[src/rtl/fsr_pkg.sv]
// Shared constants, codes and a saturation helper of the forward swap rate engine.
`default_nettype none
package fsr_pkg;

  localparam int FRAC_BITS = 24;
  localparam int NUM_MAT   = 64;
  localparam int ADDR_W    = $clog2(NUM_MAT);
  localparam int IDX_W     = 7;
  localparam int MUL_W     = 64 - FRAC_BITS;
  localparam int DEN_W     = MUL_W + 1;
  localparam int NUM_MAG_W = 32 + FRAC_BITS;
  localparam int NUM_W     = NUM_MAG_W + 1;
  localparam int SUM_W     = 42;

  localparam logic signed [31:0] ONE_Q   = 32'sd1 <<< FRAC_BITS;
  localparam logic signed [31:0] RATE_RST =
    32'(((64'sd1 <<< FRAC_BITS) * 5 + 50) / 100);
  localparam logic [30:0] TENOR_RST = 31'd8388608;

  localparam logic [2:0] OP_WRITE = 3'd0;
  localparam logic [2:0] OP_SWAPR = 3'd1;
  localparam logic [2:0] OP_PRICE = 3'd2;
  localparam logic [2:0] OP_ANNU  = 3'd3;
  localparam logic [2:0] OP_ZERO  = 3'd4;

  localparam logic [1:0] ST_OK   = 2'd0;
  localparam logic [1:0] ST_IDX  = 2'd1;
  localparam logic [1:0] ST_ZDIV = 2'd2;

  localparam logic CFG_TENOR  = 1'b0;
  localparam logic CFG_STRIKE = 1'b1;

  typedef struct packed {
    logic                    start;
    logic signed [NUM_W-1:0] num;
    logic signed [DEN_W-1:0] den;
  } div_req_t;

  function automatic logic signed [31:0] sat32(input logic signed [SUM_W-1:0] v);
    logic signed [31:0] r;
    if (v > SUM_W'(64'sd2147483647)) r = 32'sh7fffffff;
    else if (v < -SUM_W'(64'sd2147483648)) r = 32'sh80000000;
    else r = v[31:0];
    return r;
  endfunction

endpackage
`default_nettype wire

[src/rtl/fsr_mul.sv]
// Registered fixed-point multiplier with truncation toward zero.
`default_nettype none
module fsr_mul import fsr_pkg::*; (
  input  wire logic                    clk_i,
  input  wire logic signed [31:0]      a_i,
  input  wire logic signed [31:0]      b_i,
  output logic signed [MUL_W-1:0]      p_o
);

  logic signed [63:0] prod;
  logic [63:0]        mag;
  logic [63:0]        shf;
  logic signed [MUL_W-1:0] p_d, p_q;

  always_comb begin
    prod = a_i * b_i;
    mag  = prod[63] ? 64'(-prod) : 64'(prod);
    shf  = mag >> FRAC_BITS;
    p_d  = prod[63] ? MUL_W'(-shf) : MUL_W'(shf);
  end

  always_ff @(posedge clk_i) begin
    p_q <= p_d;
  end

  assign p_o = p_q;

endmodule
`default_nettype wire

[config.mk]
export PLATFORM = sky130hd
export DESIGN_NAME = fsr_mul
export DESIGN_NICKNAME = d
export VERILOG_FILES = /design/src/rtl/fsr_pkg.sv /design/src/rtl/fsr_mul.sv
export SDC_FILE = /design/constraint.sdc
export NUM_CORES = 2
export LEC_CHECK = 0
export ABC_AREA = 0
export BUFFER_PORTS_ARGS = -buffer_cell sky130_fd_sc_hd__clkbuf_2
export CAP_MARGIN = 20
export CORE_MARGIN = 3
export CORE_UTILIZATION = 45
export CTS_CLUSTER_DIAMETER = 40
export DETAILED_ROUTE_END_ITERATION = 16
export HOLD_SLACK_MARGIN = 0.02
export PLACE_DENSITY_LB_ADDON = 0.25
export SLEW_MARGIN = 20
export SYNTH_ARGS = -nofsm -noshare
export SYNTH_HDL_FRONTEND = slang
export SYNTH_SLANG_ARGS = --single-unit
[constraint.sdc]
create_clock -name clk_i -period 17.02 [get_ports clk_i]
set_input_delay 3.404 -clock clk_i [delete_from_list [all_inputs] [get_ports clk_i]]
set_output_delay 3.404 -clock clk_i [all_outputs]
set_load 0.02 [all_outputs]
==> flow_metrics.tcl <==
set metrics [dict create \
    max_cap_viol_count 0 \
    clockBufferDepth 2 \
    io_pins 105 \
    vias 28617 \
    grt_pass1_wl_um 170000 \
    required_ns 17.19 \
    rows 107 \
    status "completed" \
    synthTopCellsByArea "fa_1 (55%), inv_1 (9.1%), and2_1 (8.0%)" \
    die_area_sq_mm 0.0912 \
    post_cts_buffers 0 \
    finalSetupViolCount 0 \
    antenna_found_initial 2 \
    synth_edf_count 0 \
    root_buffer "clkbuf_16" \
    grt_pass1_vias 31263 \
    drc_errors 0 \
    crit_arrival_ns 15.39 \
    grt_setup_unrepaired "false" \
    min_path_type "reg2out" \
    clkSinkCount 40 \
    crit_path_end "p_o[38]" \
    viasPerCell 5.34 \
    syn_avg_cell_area_sq_um 9.15 \
    die_w_um 302 \
    crit_buf_inv 7 \
    worst-path-max-fanout 32 \
    initial_core_util_pct 45.8 \
    syn_to_final_growth_pct 3.63 \
    cts_inserted_buffers 5 \
    period_needed_ns 15.21 \
    largest_register_ffs 40 \
    cts_tree "built" \
    cpMostUsedCell "fa_1" \
    yosysSeqAreaShare_pct 2.03 \
    diodes 0 \
    fmax_mhz 65.7 \
    place.gp.congestion 0.908 \
    drt_first_iter_violations 1657 \
    drive_above_1_share_pct 4.34 \
    cp_slowest_cell "fa_1" \
    slowest_delay_ns 1.00 \
    critPathTopFamily "adder cells" \
    ys_types 87 \
    path_clk_slew_ns 0.06 \
    dp_hpwl_um 85900 \
    cts_resized 0 \
    critPathLaunchType "input port" \
    drv_slew 0 \
    cts_hold_buf 0 \
    synthArstFlopShare_pct 0 \
    yosys_warnings 0 \
    final.period_utilization_pct 89.4 \
    nNetsFinal 5550 \
    crit_cells 34 \
    dr.pass1.iters 5 \
    grt_use_total_pct 23.4 \
    synth_top_area_share_pct 54.9 \
    synth_nets 5643 \
    yosys.area.top_type "fa_1" \
    wire_per_inst_um 19.0 \
    ant_nets 0 \
    slew_headroom_pct 26.5 \
    ys_ff_latch 40 \
    io_buffer_count 104 \
    totalWireLength_um 102000 \
    placeableCoreArea_sq_mm 0.0861 \
    cts_max_level 2 \
    syn-cell-area_sq_mm 0.0394 \
    tightest_slew_ns 1.09 \
    fin_tns_setup_ns 0 \
    die_y_um 302 \
    overflow 0 \
    grt_max_degree 33 \
    end_kind "flop" \
    synthCells 4311 \
    ys.flop_type "dfxtp_1" \
    crit_type "in2reg" \
    hold_violations 0 \
    cp-startpoint "a_i[31]" \
]
[Yosys cell counts (4+ instances only)]
master	instances
mux2i_1	8
o31ai_1	6
dfxtp_1	40
nor2b_1	10
or2_2	11
xnor2_1	64
a21oi_1	97
nand2b_1	14
or3_1	15
or4_1	8
o21ai_1	5
a21o_1	27
nand3_1	31
and2_1	503
nor2_1	89
nand4_1	27
ha_1	185
o22ai_1	5
and3_1	21
o21bai_1	12
and4_1	8
clkbuf_1	221
nand3b_1	5
xor2_1	29
nor3_1	41
o21ai_0	49
nand2_1	584
nor4_1	15
inv_1	952
o21a_1	17
buf_2	4
fa_1	1082
nor4b_1	5
a2111oi_0	4
o211ai_1	13
a31oi_1	13
a211oi_1	10
[kinds of logic (layout without fill, tap and decap cells)]
family,count (synthesis),in the layout,synth area share [%]
fa+ha+maj,1267,1267,60.8
flops,40,40,2.03
compound gates,304,304,5.20
mux,12,12,0.327
simple gates,1410,1410,18.2
buf+inv,1183,1091,11.3
xor+xnor,95,95,2.15
[cell usage in the layout (no fill, tap or decap), types with 28 or more instances in the layout]
cell type / instances
inv_1: 952
nand2_1: 584
nand3_1: 31
nor3_1: 41
a21oi_1: 97
fa_1: 1082
ha_1: 185
clkbuf_2: 104
xnor2_1: 64
o21ai_0: 49
nor2_1: 89
dfxtp_1: 40
xor2_1: 28
and2_1: 503
[area by class of cell]
type | count | area, sq um
Clock buffer | 5 | 125
Clock inverter | 3 | 46.3
Fill cell | 8266 | 45200
Inverter | 952 | 3570
Multi-Input combinational cell | 3088 | 34200
Sequential cell | 40 | 801
Tap cell | 1144 | 1430
Timing Repair Buffer | 131 | 723
[how the worst min path moves through the flow]
stage               startpoint  cells past startpoint       to
finish                 p_o[10]                      1  p_o[10]
global route           p_o[10]                      1  p_o[10]
CTS                    p_o[10]                      1  p_o[10]
detailed placement     p_o[37]                      1  p_o[37]
global placement        p_o[2]                      1   p_o[2]
floorplan               p_o[0]                      0   p_o[0]
[per-stage QoR]
step                      util [%]  cell area (sq um)  instances  hold WS, ns  worst slack [ns]
after floorplan                  -              39400       4311         3.74              3.31
after global placement        47.3              40700       5355         3.82              1.71
after detailed placement      47.3              40700       5355         3.82              1.50
after CTS                     47.5              40900       5363         4.14              1.76
after global routing          47.5              40900       5363         4.15             0.828
final                         47.5              40900       5363         4.12              1.81
[routing by layer]
metal	track usage, %	part of all wire [%]
met5	0	0.011
met4	4.44	2.1
met3	1.31	4.4
met2	42.0	52
met1	31.8	42
Power is left out: the tool's default activity adds up to more than one toggle a clock period on the data nets, which glitch-free logic cannot reach.
