[config.mk]
export PLATFORM = sky130hd
export DESIGN_NAME = fsr_tbl
export DESIGN_NICKNAME = d
export VERILOG_FILES = /design/src/rtl/fsr_pkg.sv /design/src/rtl/fsr_tbl.sv
export SDC_FILE = /design/constraint.sdc
export NUM_CORES = 2
export LEC_CHECK = 0
export BUFFER_PORTS_ARGS = -buffer_cell sky130_fd_sc_hd__buf_4
export CORE_MARGIN = 2
export CORE_UTILIZATION = 49
export CTS_CLUSTER_DIAMETER = 30
export DETAILED_ROUTE_END_ITERATION = 10
export PLACE_DENSITY = 0.66
export REMOVE_ABC_BUFFERS = 1
export SLEW_MARGIN = 25
export SYNTH_ARGS = -nofsm -noshare
export SYNTH_HDL_FRONTEND = slang
export SYNTH_SLANG_ARGS = --single-unit
[constraint.sdc]
create_clock -name clk_i -period 1.9 [get_ports clk_i]
set_input_delay 0.095 -clock clk_i [delete_from_list [all_inputs] [get_ports clk_i]]
set_output_delay 0.095 -clock clk_i [all_outputs]
set_load 0.02 [all_outputs]
[src/rtl/fsr_pkg.sv]
// Shared constants, codes and a saturation helper of the forward swap rate engine.
`default_nettype none
package fsr_pkg;

  localparam int FRAC_BITS = 24;
  localparam int NUM_MAT   = 64;
  localparam int ADDR_W    = $clog2(NUM_MAT);
  localparam int IDX_W     = 7;
  localparam int MUL_W     = 64 - FRAC_BITS;
  localparam int DEN_W     = MUL_W + 1;
  localparam int NUM_MAG_W = 32 + FRAC_BITS;
  localparam int NUM_W     = NUM_MAG_W + 1;
  localparam int SUM_W     = 42;

  localparam logic signed [31:0] ONE_Q   = 32'sd1 <<< FRAC_BITS;
  localparam logic signed [31:0] RATE_RST =
    32'(((64'sd1 <<< FRAC_BITS) * 5 + 50) / 100);
  localparam logic [30:0] TENOR_RST = 31'd8388608;

  localparam logic [2:0] OP_WRITE = 3'd0;
  localparam logic [2:0] OP_SWAPR = 3'd1;
  localparam logic [2:0] OP_PRICE = 3'd2;
  localparam logic [2:0] OP_ANNU  = 3'd3;
  localparam logic [2:0] OP_ZERO  = 3'd4;

  localparam logic [1:0] ST_OK   = 2'd0;
  localparam logic [1:0] ST_IDX  = 2'd1;
  localparam logic [1:0] ST_ZDIV = 2'd2;

  localparam logic CFG_TENOR  = 1'b0;
  localparam logic CFG_STRIKE = 1'b1;

  typedef struct packed {
    logic                    start;
    logic signed [NUM_W-1:0] num;
    logic signed [DEN_W-1:0] den;
  } div_req_t;

  function automatic logic signed [31:0] sat32(input logic signed [SUM_W-1:0] v);
    logic signed [31:0] r;
    if (v > SUM_W'(64'sd2147483647)) r = 32'sh7fffffff;
    else if (v < -SUM_W'(64'sd2147483648)) r = 32'sh80000000;
    else r = v[31:0];
    return r;
  endfunction

endpackage
`default_nettype wire

[src/rtl/fsr_tbl.sv]
// Forward rate table: one write port, registered read, per-entry valid bits.
`default_nettype none
module fsr_tbl import fsr_pkg::*; (
  input  wire logic              clk_i,
  input  wire logic              rst_ni,
  input  wire logic              we_i,
  input  wire logic [ADDR_W-1:0] waddr_i,
  input  wire logic signed [31:0] wdata_i,
  input  wire logic [ADDR_W-1:0] raddr_i,
  output logic signed [31:0]     rdata_o
);

  logic signed [31:0] mem [NUM_MAT];
  logic [NUM_MAT-1:0] vld_q;
  logic signed [31:0] rd_q;
  logic               rv_q;

  always_ff @(posedge clk_i) begin
    if (we_i) begin
      mem[waddr_i] <= wdata_i;
    end
    rd_q <= mem[raddr_i];
  end

  always_ff @(posedge clk_i or negedge rst_ni) begin
    if (!rst_ni) begin
      vld_q <= '0;
      rv_q  <= 1'b0;
    end else begin
      if (we_i) begin
        vld_q[waddr_i] <= 1'b1;
      end
      rv_q <= vld_q[raddr_i];
    end
  end

  assign rdata_o = rv_q ? rd_q : RATE_RST;

endmodule
`default_nettype wire

==> summary.txt <==
STA
  • Worst-margin pin slew: 1.00 ns
  • Minimum clock period: 2.05 ns
  • FMAX: 488 MHz
  • Worst hold slack: 0.0872 ns
  • Final setup fails: 31
  • Final WS setup: -0.148 ns
  • Final clock skew: 0.0685 ns
  • Worst relative slew slack: 33.0%
  • RSZ-0062 raised after global routing: true
  • Slew Limit Fails: 0
  • Final period utilization: 108%
  • Number of hold violations in the final report: 0

Placement
  • Detailed Place HPWL: 126 mm
  • Placed inst area: 0.0897 sq mm
  • Number of port buffers: 78
  • Post-place setup slack: -0.706 ns
  • Placed insts: 6234
  • Gpl congestion: 0.798

Global route
  • Initial antenna violation count: 2
  • First-pass GRT wire length: 321 mm
  • Largest net degree at the start of global routing: 65
  • Vias in the first global route: 45000
  • GRT Overall Usage: 26.7%
  • Grt ovf: 0

Worst setup path
  • Crit path cell chain: buf_12 -> and2_1 -> buf_4
  • CP max stage cell: dfrtp_2
  • CP arrival: 1.95 ns
  • CP endpoint kind: primary output
  • CP Data Required Time: 1.80 ns
  • Element type at the critical path start: flop
  • Worst Path Max Fanout: 23
  • Buffers & Inverters on Critical Path: 2
  • Delay-heaviest family, CP: flip-flops
  • CP peak stage delay: 0.48 ns
  • Crit Path Class: reg2out

Run status
  • Failing checks: negative setup slack
  • Status: complete, but fails checks

Clock tree
  • H-tree lvl count: 5
  • TritonCTS clock tree: yes
  • Root Buffer: clkbuf_16
  • Total clock sinks: 2145
  • Clock latency at the later pin of the worst-skew pair: 0.94 ns
  • CTS Buffer Depth: 4
  • Reg clk slew, reported paths: 0.05 ns
  • CTS Buf Count: 403

Layout
  • Nets: 4543
  • Commonest non-fill, non-tap cells in the layout: 2048 x edfxtp_1, 462 x mux4_2, 412 x clkbuf_16
  • Reg area: 0.0638 sq mm
  • Non-filler cells, final: 7013
  • Layout cell share with drive strength beyond 1: 38.6%
  • Commonest non-fill, non-tap cell in the layout: edfxtp_1
  • Area Overhead vs Synth: 27.8%
  • Fillers: 10800
  • Area occupied by multi-input gates: 0.0173 sq mm
  • Fin area: 0.104 sq mm

Synth
  • Syn. warnings: 0
  • Area share of fa/ha/maj cells after synthesis: 0%
  • Synthesized area: 0.0814 sq mm
  • Syn Area/Cell: 22.0 sq um
  • Post-synthesis mux area share: 15.2%
  • Synthesized flop and latch total: 2145
  • Simple-Gate Fraction of Synth Area: 2.71%
  • Post-synth cell types: 37
  • XOR/XNOR share of the synthesized area: 0%
  • Largest family of logic cells by synthesized area: multiplexers
  • Compound-Gate Fraction of Synth Area: 2.51%
  • Mapped Cells: 3706
  • Seq/Total Area, Yosys: 78.3%

Floorplanning
  • Die H: 412 microns
  • Die Area: 0.169 sq mm
  • Starting Density: 49.3%
  • Die Wd: 412 microns
  • Number of cell rows: 149
  • Io pins: 79
  • CORE AREA: 0.165 sq mm

Route
  • WL/cell: 32.0 microns
  • DR DRC count: 0
  • Via count: 43700
  • Vias/cell: 6.23
  • Total routed wirelength: 224 mm
  • Routed Antenna Nets: 0
  • DRT iter0 DRCs: 5345
  • Drt pass-1 iters: 7

Power
  • Leak pwr: 35.0 nW
  • Peak VDD IR: 0.00111 V
  • Pwr Density: 1260 mW/mm^2

Hold path
  • Worst hold path class: in2reg

Job
  • Max_cap viols: 0
Yosys cell counts:
master	number	area [sq um]
a211oi_1	10	75.1
a21oi_1	15	75.1
a221o_1	25	250
a221oi_1	1	8.76
a22oi_1	54	405
a31oi_1	15	93.8
and2_1	23	144
and3_1	7	43.8
buf_1	22	82.6
buf_2	56	280
buf_4	20	150
buf_6	8	90.1
clkbuf_1	103	387
dfrtp_1	65	1630
dfxtp_1	32	641
edfxtp_1	2048	61500
inv_1	1	3.75
mux2_1	7	78.8
mux2_2	41	462
mux2i_1	146	1460
mux4_2	462	10400
nand2_1	68	255
nand2b_1	20	125
nand3_1	59	295
nand3b_1	2	15.0
nand4_1	55	344
nand4b_1	1	8.76
nor2_1	90	338
nor2b_1	16	100
nor3_1	18	90.1
o211a_1	20	200
o21ai_0	1	5.00
o221ai_1	62	543
o22ai_1	62	388
or2_2	68	425
or3_1	2	12.5
or3b_2	1	8.76
where the power goes:
part	switching (mW)	leakage (nW)	internal, mW	total, mW
clock network	23.6	6.60	47.8	71.4
logic	3.77	8.93	2.93	6.70
registers	0.351	19.5	52.6	52.9
total	27.7	35.0	103	131
kinds of logic after synthesis:
kind of cell,after synthesis
and+or+nand+nor,430
AOI/OAI and AO/OA,265
muxes,656
buffers and inverters,210
DFF,2145
worst reg2reg max path, stage by stage, from the launching register on:
cell	delay, ns
edfxtp_1	0.36
mux4_2	0.50
a22oi_2	0.13
nand4_1	0.43
and3_1	0.36
worst paths after layout:
| kind | from | cells after the start | slack, ns | to |
|---|---|---|---|---|
| max reg2reg | mem[6][13] | 4 | 0.01 | rd_q[13] |
| min reg2reg | vld_q[43] | 1 | 0.46 | vld_q[43] |
| max in group asynchronous | rst_ni | 4 | 1.35 | vld_q[37] |
| min | waddr_i[5] | 5 | 0.09 | mem[38][22] |
| min in group asynchronous | rst_ni | 4 | 0.28 | vld_q[14] |
| max | rv_q | 3 | -0.15 | rdata_o[27] |
area by class of cell:
cell class,instances,area share (%)
sequential,2145,61.3
multi-input combinational,1351,16.6
clock buffer,472,10.2
timing repair buffer,594,6.34
clock inverter,260,2.94
tap,2189,2.63
inverter,1,0.00361
antenna,1,0.00240
through the flow:
stage	power, mW	utilization (%)	setup TNS (ns)
final	131	63.1	-2.73
after global routing	134	63.1	-4.44
after CTS	132	63.0	-4.06
after detailed placement	60.2	54.4	-14.59
after global placement	60.1	54.4	-14.51
after floorplan	56.1	-	-958.17
flip-flops by register name, indices dropped and copies added, names as in the netlist:
register	flops
mem	2048
rd_q	32
vld_q	64
rv_q	1
metal layers:
layer	up-vias	GRT usage (%)	routed length [microns]
li1	17400	-	-
met1	23500	37.1	87200
met2	2426	42.7	109000
met3	401	5.68	21700
met4	0	8.34	6330
met5	-	0	0
what timing repair did:
item                                    4_1_cts  5_1_grt
gates resized for setup                      45        4
endpoints found under the setup margin       34       36
pin swaps                                     3        2
buffers inserted                              2        0
hold buffers                                 43        0
hold endpoints to repair                   2383        0
(Power assumes the default switching activity.)
