## src/rtl/fsr_pkg.sv

```systemverilog
// Shared constants, codes and a saturation helper of the forward swap rate engine.
`default_nettype none
package fsr_pkg;

  localparam int FRAC_BITS = 24;
  localparam int NUM_MAT   = 64;
  localparam int ADDR_W    = $clog2(NUM_MAT);
  localparam int IDX_W     = 7;
  localparam int MUL_W     = 64 - FRAC_BITS;
  localparam int DEN_W     = MUL_W + 1;
  localparam int NUM_MAG_W = 32 + FRAC_BITS;
  localparam int NUM_W     = NUM_MAG_W + 1;
  localparam int SUM_W     = 42;

  localparam logic signed [31:0] ONE_Q   = 32'sd1 <<< FRAC_BITS;
  localparam logic signed [31:0] RATE_RST =
    32'(((64'sd1 <<< FRAC_BITS) * 5 + 50) / 100);
  localparam logic [30:0] TENOR_RST = 31'd8388608;

  localparam logic [2:0] OP_WRITE = 3'd0;
  localparam logic [2:0] OP_SWAPR = 3'd1;
  localparam logic [2:0] OP_PRICE = 3'd2;
  localparam logic [2:0] OP_ANNU  = 3'd3;
  localparam logic [2:0] OP_ZERO  = 3'd4;

  localparam logic [1:0] ST_OK   = 2'd0;
  localparam logic [1:0] ST_IDX  = 2'd1;
  localparam logic [1:0] ST_ZDIV = 2'd2;

  localparam logic CFG_TENOR  = 1'b0;
  localparam logic CFG_STRIKE = 1'b1;

  typedef struct packed {
    logic                    start;
    logic signed [NUM_W-1:0] num;
    logic signed [DEN_W-1:0] den;
  } div_req_t;

  function automatic logic signed [31:0] sat32(input logic signed [SUM_W-1:0] v);
    logic signed [31:0] r;
    if (v > SUM_W'(64'sd2147483647)) r = 32'sh7fffffff;
    else if (v < -SUM_W'(64'sd2147483648)) r = 32'sh80000000;
    else r = v[31:0];
    return r;
  endfunction

endpackage
`default_nettype wire

```

## src/rtl/fsr_div.sv

```systemverilog
// Radix-2 restoring signed divider, truncating, saturated to 32 bits.
`default_nettype none
module fsr_div import fsr_pkg::*; (
  input  wire logic               clk_i,
  input  wire logic               rst_ni,
  input  wire div_req_t           req_i,
  output logic                    done_o,
  output logic signed [31:0]      quot_o
);

  localparam int CNT_W = $clog2(NUM_MAG_W);

  logic [DEN_W-1:0]     rem_q, rem_d;
  logic [DEN_W-2:0]     dv_q, dv_d;
  logic [NUM_MAG_W-1:0] q_q, q_d;
  logic [CNT_W-1:0]     cnt_q, cnt_d;
  logic                 busy_q, busy_d, fin_q, fin_d, neg_q, neg_d;
  logic [DEN_W-1:0]     trial;
  logic signed [NUM_W-1:0] nabs;
  logic signed [DEN_W-1:0] dabs;

  always_comb begin
    rem_d  = rem_q;
    dv_d   = dv_q;
    q_d    = q_q;
    cnt_d  = cnt_q;
    busy_d = busy_q;
    neg_d  = neg_q;
    fin_d  = 1'b0;
    nabs   = req_i.num[NUM_W-1] ? -req_i.num : req_i.num;
    dabs   = req_i.den[DEN_W-1] ? -req_i.den : req_i.den;
    trial  = {rem_q[DEN_W-2:0], q_q[NUM_MAG_W-1]};
    if (req_i.start) begin
      rem_d  = '0;
      q_d    = nabs[NUM_MAG_W-1:0];
      dv_d   = dabs[DEN_W-2:0];
      neg_d  = req_i.num[NUM_W-1] ^ req_i.den[DEN_W-1];
      cnt_d  = '0;
      busy_d = 1'b1;
    end else if (busy_q) begin
      if (trial >= {1'b0, dv_q}) begin
        rem_d = trial - {1'b0, dv_q};
        q_d   = {q_q[NUM_MAG_W-2:0], 1'b1};
      end else begin
        rem_d = trial;
        q_d   = {q_q[NUM_MAG_W-2:0], 1'b0};
      end
      cnt_d = cnt_q + 1'b1;
      if (cnt_q == CNT_W'(NUM_MAG_W - 1)) begin
        busy_d = 1'b0;
        fin_d  = 1'b1;
      end
    end
  end

  always_ff @(posedge clk_i or negedge rst_ni) begin
    if (!rst_ni) begin
      busy_q <= 1'b0;
      fin_q  <= 1'b0;
      cnt_q  <= '0;
    end else begin
      busy_q <= busy_d;
      fin_q  <= fin_d;
      cnt_q  <= cnt_d;
    end
  end

  always_ff @(posedge clk_i) begin
    rem_q <= rem_d;
    dv_q  <= dv_d;
    q_q   <= q_d;
    neg_q <= neg_d;
  end

  always_comb begin
    if (neg_q) begin
      if (q_q > NUM_MAG_W'(64'd2147483648)) quot_o = 32'sh80000000;
      else quot_o = 32'(-q_q);
    end else begin
      if (q_q > NUM_MAG_W'(64'd2147483647)) quot_o = 32'sh7fffffff;
      else quot_o = q_q[31:0];
    end
  end

  assign done_o = fin_q;

endmodule
`default_nettype wire

```

## config.mk

```make
export PLATFORM = sky130hd
export DESIGN_NAME = fsr_div
export DESIGN_NICKNAME = d
export VERILOG_FILES = /design/src/rtl/fsr_pkg.sv /design/src/rtl/fsr_div.sv
export SDC_FILE = /design/constraint.sdc
export NUM_CORES = 1
export LEC_CHECK = 0
export ABC_AREA = 0
export BUFFER_PORTS_ARGS = -buffer_cell sky130_fd_sc_hd__buf_2
export CORE_UTILIZATION = 57
export CTS_CLUSTER_DIAMETER = 150
export DETAILED_ROUTE_END_ITERATION = 6
export GPL_TIMING_DRIVEN = 0
export PLACE_DENSITY_LB_ADDON = 0.25
export SYNTH_ARGS = -nofsm -noshare
export SYNTH_HDL_FRONTEND = slang
export SYNTH_SLANG_ARGS = --single-unit
```

## constraint.sdc

```tcl
create_clock -name clk_i -period 3.9 [get_ports clk_i]
set_input_delay 0.195 -clock clk_i [delete_from_list [all_inputs] [get_ports clk_i]]
set_output_delay 0.195 -clock clk_i [all_outputs]
set_load 0.05 [all_outputs]
```

==> results_dict.tcl <==
set metrics [dict create \
    status "finished with violations" \
    failed_checks "negative setup slack" \
    r2r_cells 14 \
    grt_remaining_overflow 0 \
    cts_tree "built" \
    start_util_pct 58.2 \
    grt_pass1_vias 9671 \
    cts_root_buf "clkbuf_16" \
    antenna-diode-count 0 \
    chipWidth_um 140 \
    rr_endpoint "rem_q[23]" \
    firstDrtPassIters 7 \
    die_height_um 140 \
    synth_cell_types 77 \
    post-place-ws_ns -0.350 \
    io_pins 134 \
    final.setup.tns_ns -8.55 \
    p_leak_nw 5.48 \
    wl_per_cell_um 17.8 \
    p_per_area_nw_per_um2 349 \
    routabilityCongestion 0.943 \
    synthToLayoutAreaGrowth_pct 21.7 \
    crit_fanout 7 \
    post-route-period-util_pct 109 \
    io_buffers 132 \
    worstMarginPinSlew_ns 1.07 \
    period_minus_slack_ns 4.25 \
    synth_nets 1402 \
    dpl.cell_count 1623 \
    cts_inserted_buffers 17 \
    relSlewSlack_pct 28.4 \
    grtUsageTotal_pct 30.4 \
    whs_ns 0.0570 \
    rrSetupSlack_ns 0.31 \
    final_common_cell "nor2_1" \
    ys_ff_latch 145 \
    synthFlopType "edfxtp_1" \
    coreArea_um2 18800 \
    place_area_um2 12100 \
    vias 10300 \
    drc 0 \
    drive_gt1_share_pct 18.9 \
    antenna_found_initial 0 \
    cp-end-kind "output pin" \
    fin_skew_ns 0.0105 \
    finalPower_mw 4.65 \
    hpwlAfterDp_um 21600 \
    hold_path_startpoint "req_i[39]" \
    htree_levels 4 \
    yosys_warnings 0 \
    maxSlewViolCount 0 \
    max_cap_viol_count 0 \
    ys_seq_area_share_pct 35.8 \
    fin_nets 1574 \
    rows 50 \
    clock-sinks 145 \
    grt_max_degree 43 \
    syn_area_um2 10900 \
    clk_pin_slew_ns 0.06 \
    synthCells 1256 \
    startpoint_type "flop" \
    async_flop_share_pct 5.52 \
    arrival_ns 4.06 \
    rr_startpoint "dv_q[1]" \
    clock_path_buffers 2 \
    crit_required_ns 3.70 \
    rsz0062_at_grt "true" \
    postLayoutSetupSlackWorst_ns -0.351 \
    utilization_pct 70.8 \
    viasPerCell 6.17 \
    peakVddDrop_mv 0.323 \
    min_path_type "primary input to flop" \
    synth_edf_count 97 \
    post_synth.cell_area_avg_um2 8.70 \
    hold_viol_final 0 \
    drtIter0Drc 872 \
    mostFrequentLayoutCells "nor2_1 (155), buf_2 (105), a21oi_1 (101), edfxtp_1 (97), nand2_1 (87)" \
    stdcell_count 1675 \
    grt_pass1_wl_um 48100 \
    setup_violations 30 \
    drt_wl_total_um 29900 \
    design.die.area_um2 19700 \
    holdPathEnd "dv_q[39]" \
    critPathKind "flop to output pin" \
    whs_path_depth 2 \
    clkLatencyLatePin_ns 0.43 \
    antenna_left 0 \
    max_freq_mhz 235 \
    final_area_um2 13300 \
]
-- metal layers --
layer	GRT usage (%)	part of all wire, %	up-vias
li1	-	-	4985
met1	38.8	43	4880
met2	53.3	49	399
met3	3.76	5.7	70
met4	10.4	2.5	0
met5	0	0	-
-- cells in the mapped netlist (9+ instances only) --
cell,count,share of area (%)
xnor2_1,61,4.9
nand4_1,16,0.92
ha_1,44,5.0
nor3_1,25,1.1
xor2_1,73,5.8
a21o_1,17,1.2
clkbuf_1,49,1.7
dfxtp_1,40,7.3
nand3_1,22,1.0
o31ai_1,33,2.3
a211oi_1,39,2.7
o21ai_0,62,2.8
nand2_1,90,3.1
o41ai_1,13,1.0
or4_1,9,0.62
or3_1,22,1.3
nor2_1,155,5.3
a21oi_1,109,5.0
mux2i_1,35,3.2
o311ai_1,14,1.1
nor4_1,17,0.97
inv_1,59,2.0
edfxtp_1,97,27
a31oi_1,10,0.57
nand2b_1,10,0.57
-- critical path, stage by stage (launching register included) --
cell and delay, ns:
edfxtp_1 0.46, inv_2 0.12, ha_4 0.14, or3b_4 0.38, or4_4 0.46, or4_4 0.46, nor4b_4 0.28, nand2_2 0.13
o21ai_4 0.20, buf_6 0.15, nand2_8 0.09, buf_16 0.22, o21ai_2 0.10, nand2_1 0.09, o311ai_2 0.14, buf_6 0.21
-- cell families after synthesis --
family          synth area share [%]
xor+xnor                        10.7
fa+ha+maj                       5.22
mux                             3.31
simple gates                    19.3
flops                           35.8
buf+inv                         4.25
compound gates                  21.4
-- cell type report --
cell class	count	area, um2
well taps	234	293
repair buffers	152	1060
flip-flops and latches	145	3910
inverters	60	225
multi-input cells	994	6950
fillers	1454	5470
plain buffers	58	263
clock buffers	17	425
clock inverters	15	168
-- where the power goes --
group / switching, mW / internal, mW
clock network: 0.750 / 0.912
logic: 0.645 / 0.411
registers: 0.134 / 1.79
total: 1.53 / 3.12
-- sequential cells by signal, indices dropped and copies added (netlist names) --
name,cells
dv_q,40
q_q,56
done_o,1
busy_q,1
rem_q,40
neg_q,1
cnt_q,6
-- worst max-delay path by stage --
stage,start,to,slack [ns],depth (start not counted)
after floorplan,q_q[1],quot_o[11],-0.37,10
after global placement,q_q[0],quot_o[14],-0.35,12
after detailed placement,q_q[0],quot_o[14],-0.35,12
after CTS,q_q[0],quot_o[24],-0.45,13
after global routing,q_q[0],quot_o[8],-0.44,15
final,q_q[0],quot_o[8],-0.35,15
-- repair_timing --
action,CTS,global route
setup endpoints to repair,31,62
hold buffers,2,0
resized for setup,82,33
hold endpoints to repair,9,0
cloned,3,0
pin swaps,25,12
setup buffers,12,3
(Power assumes the default switching activity.)
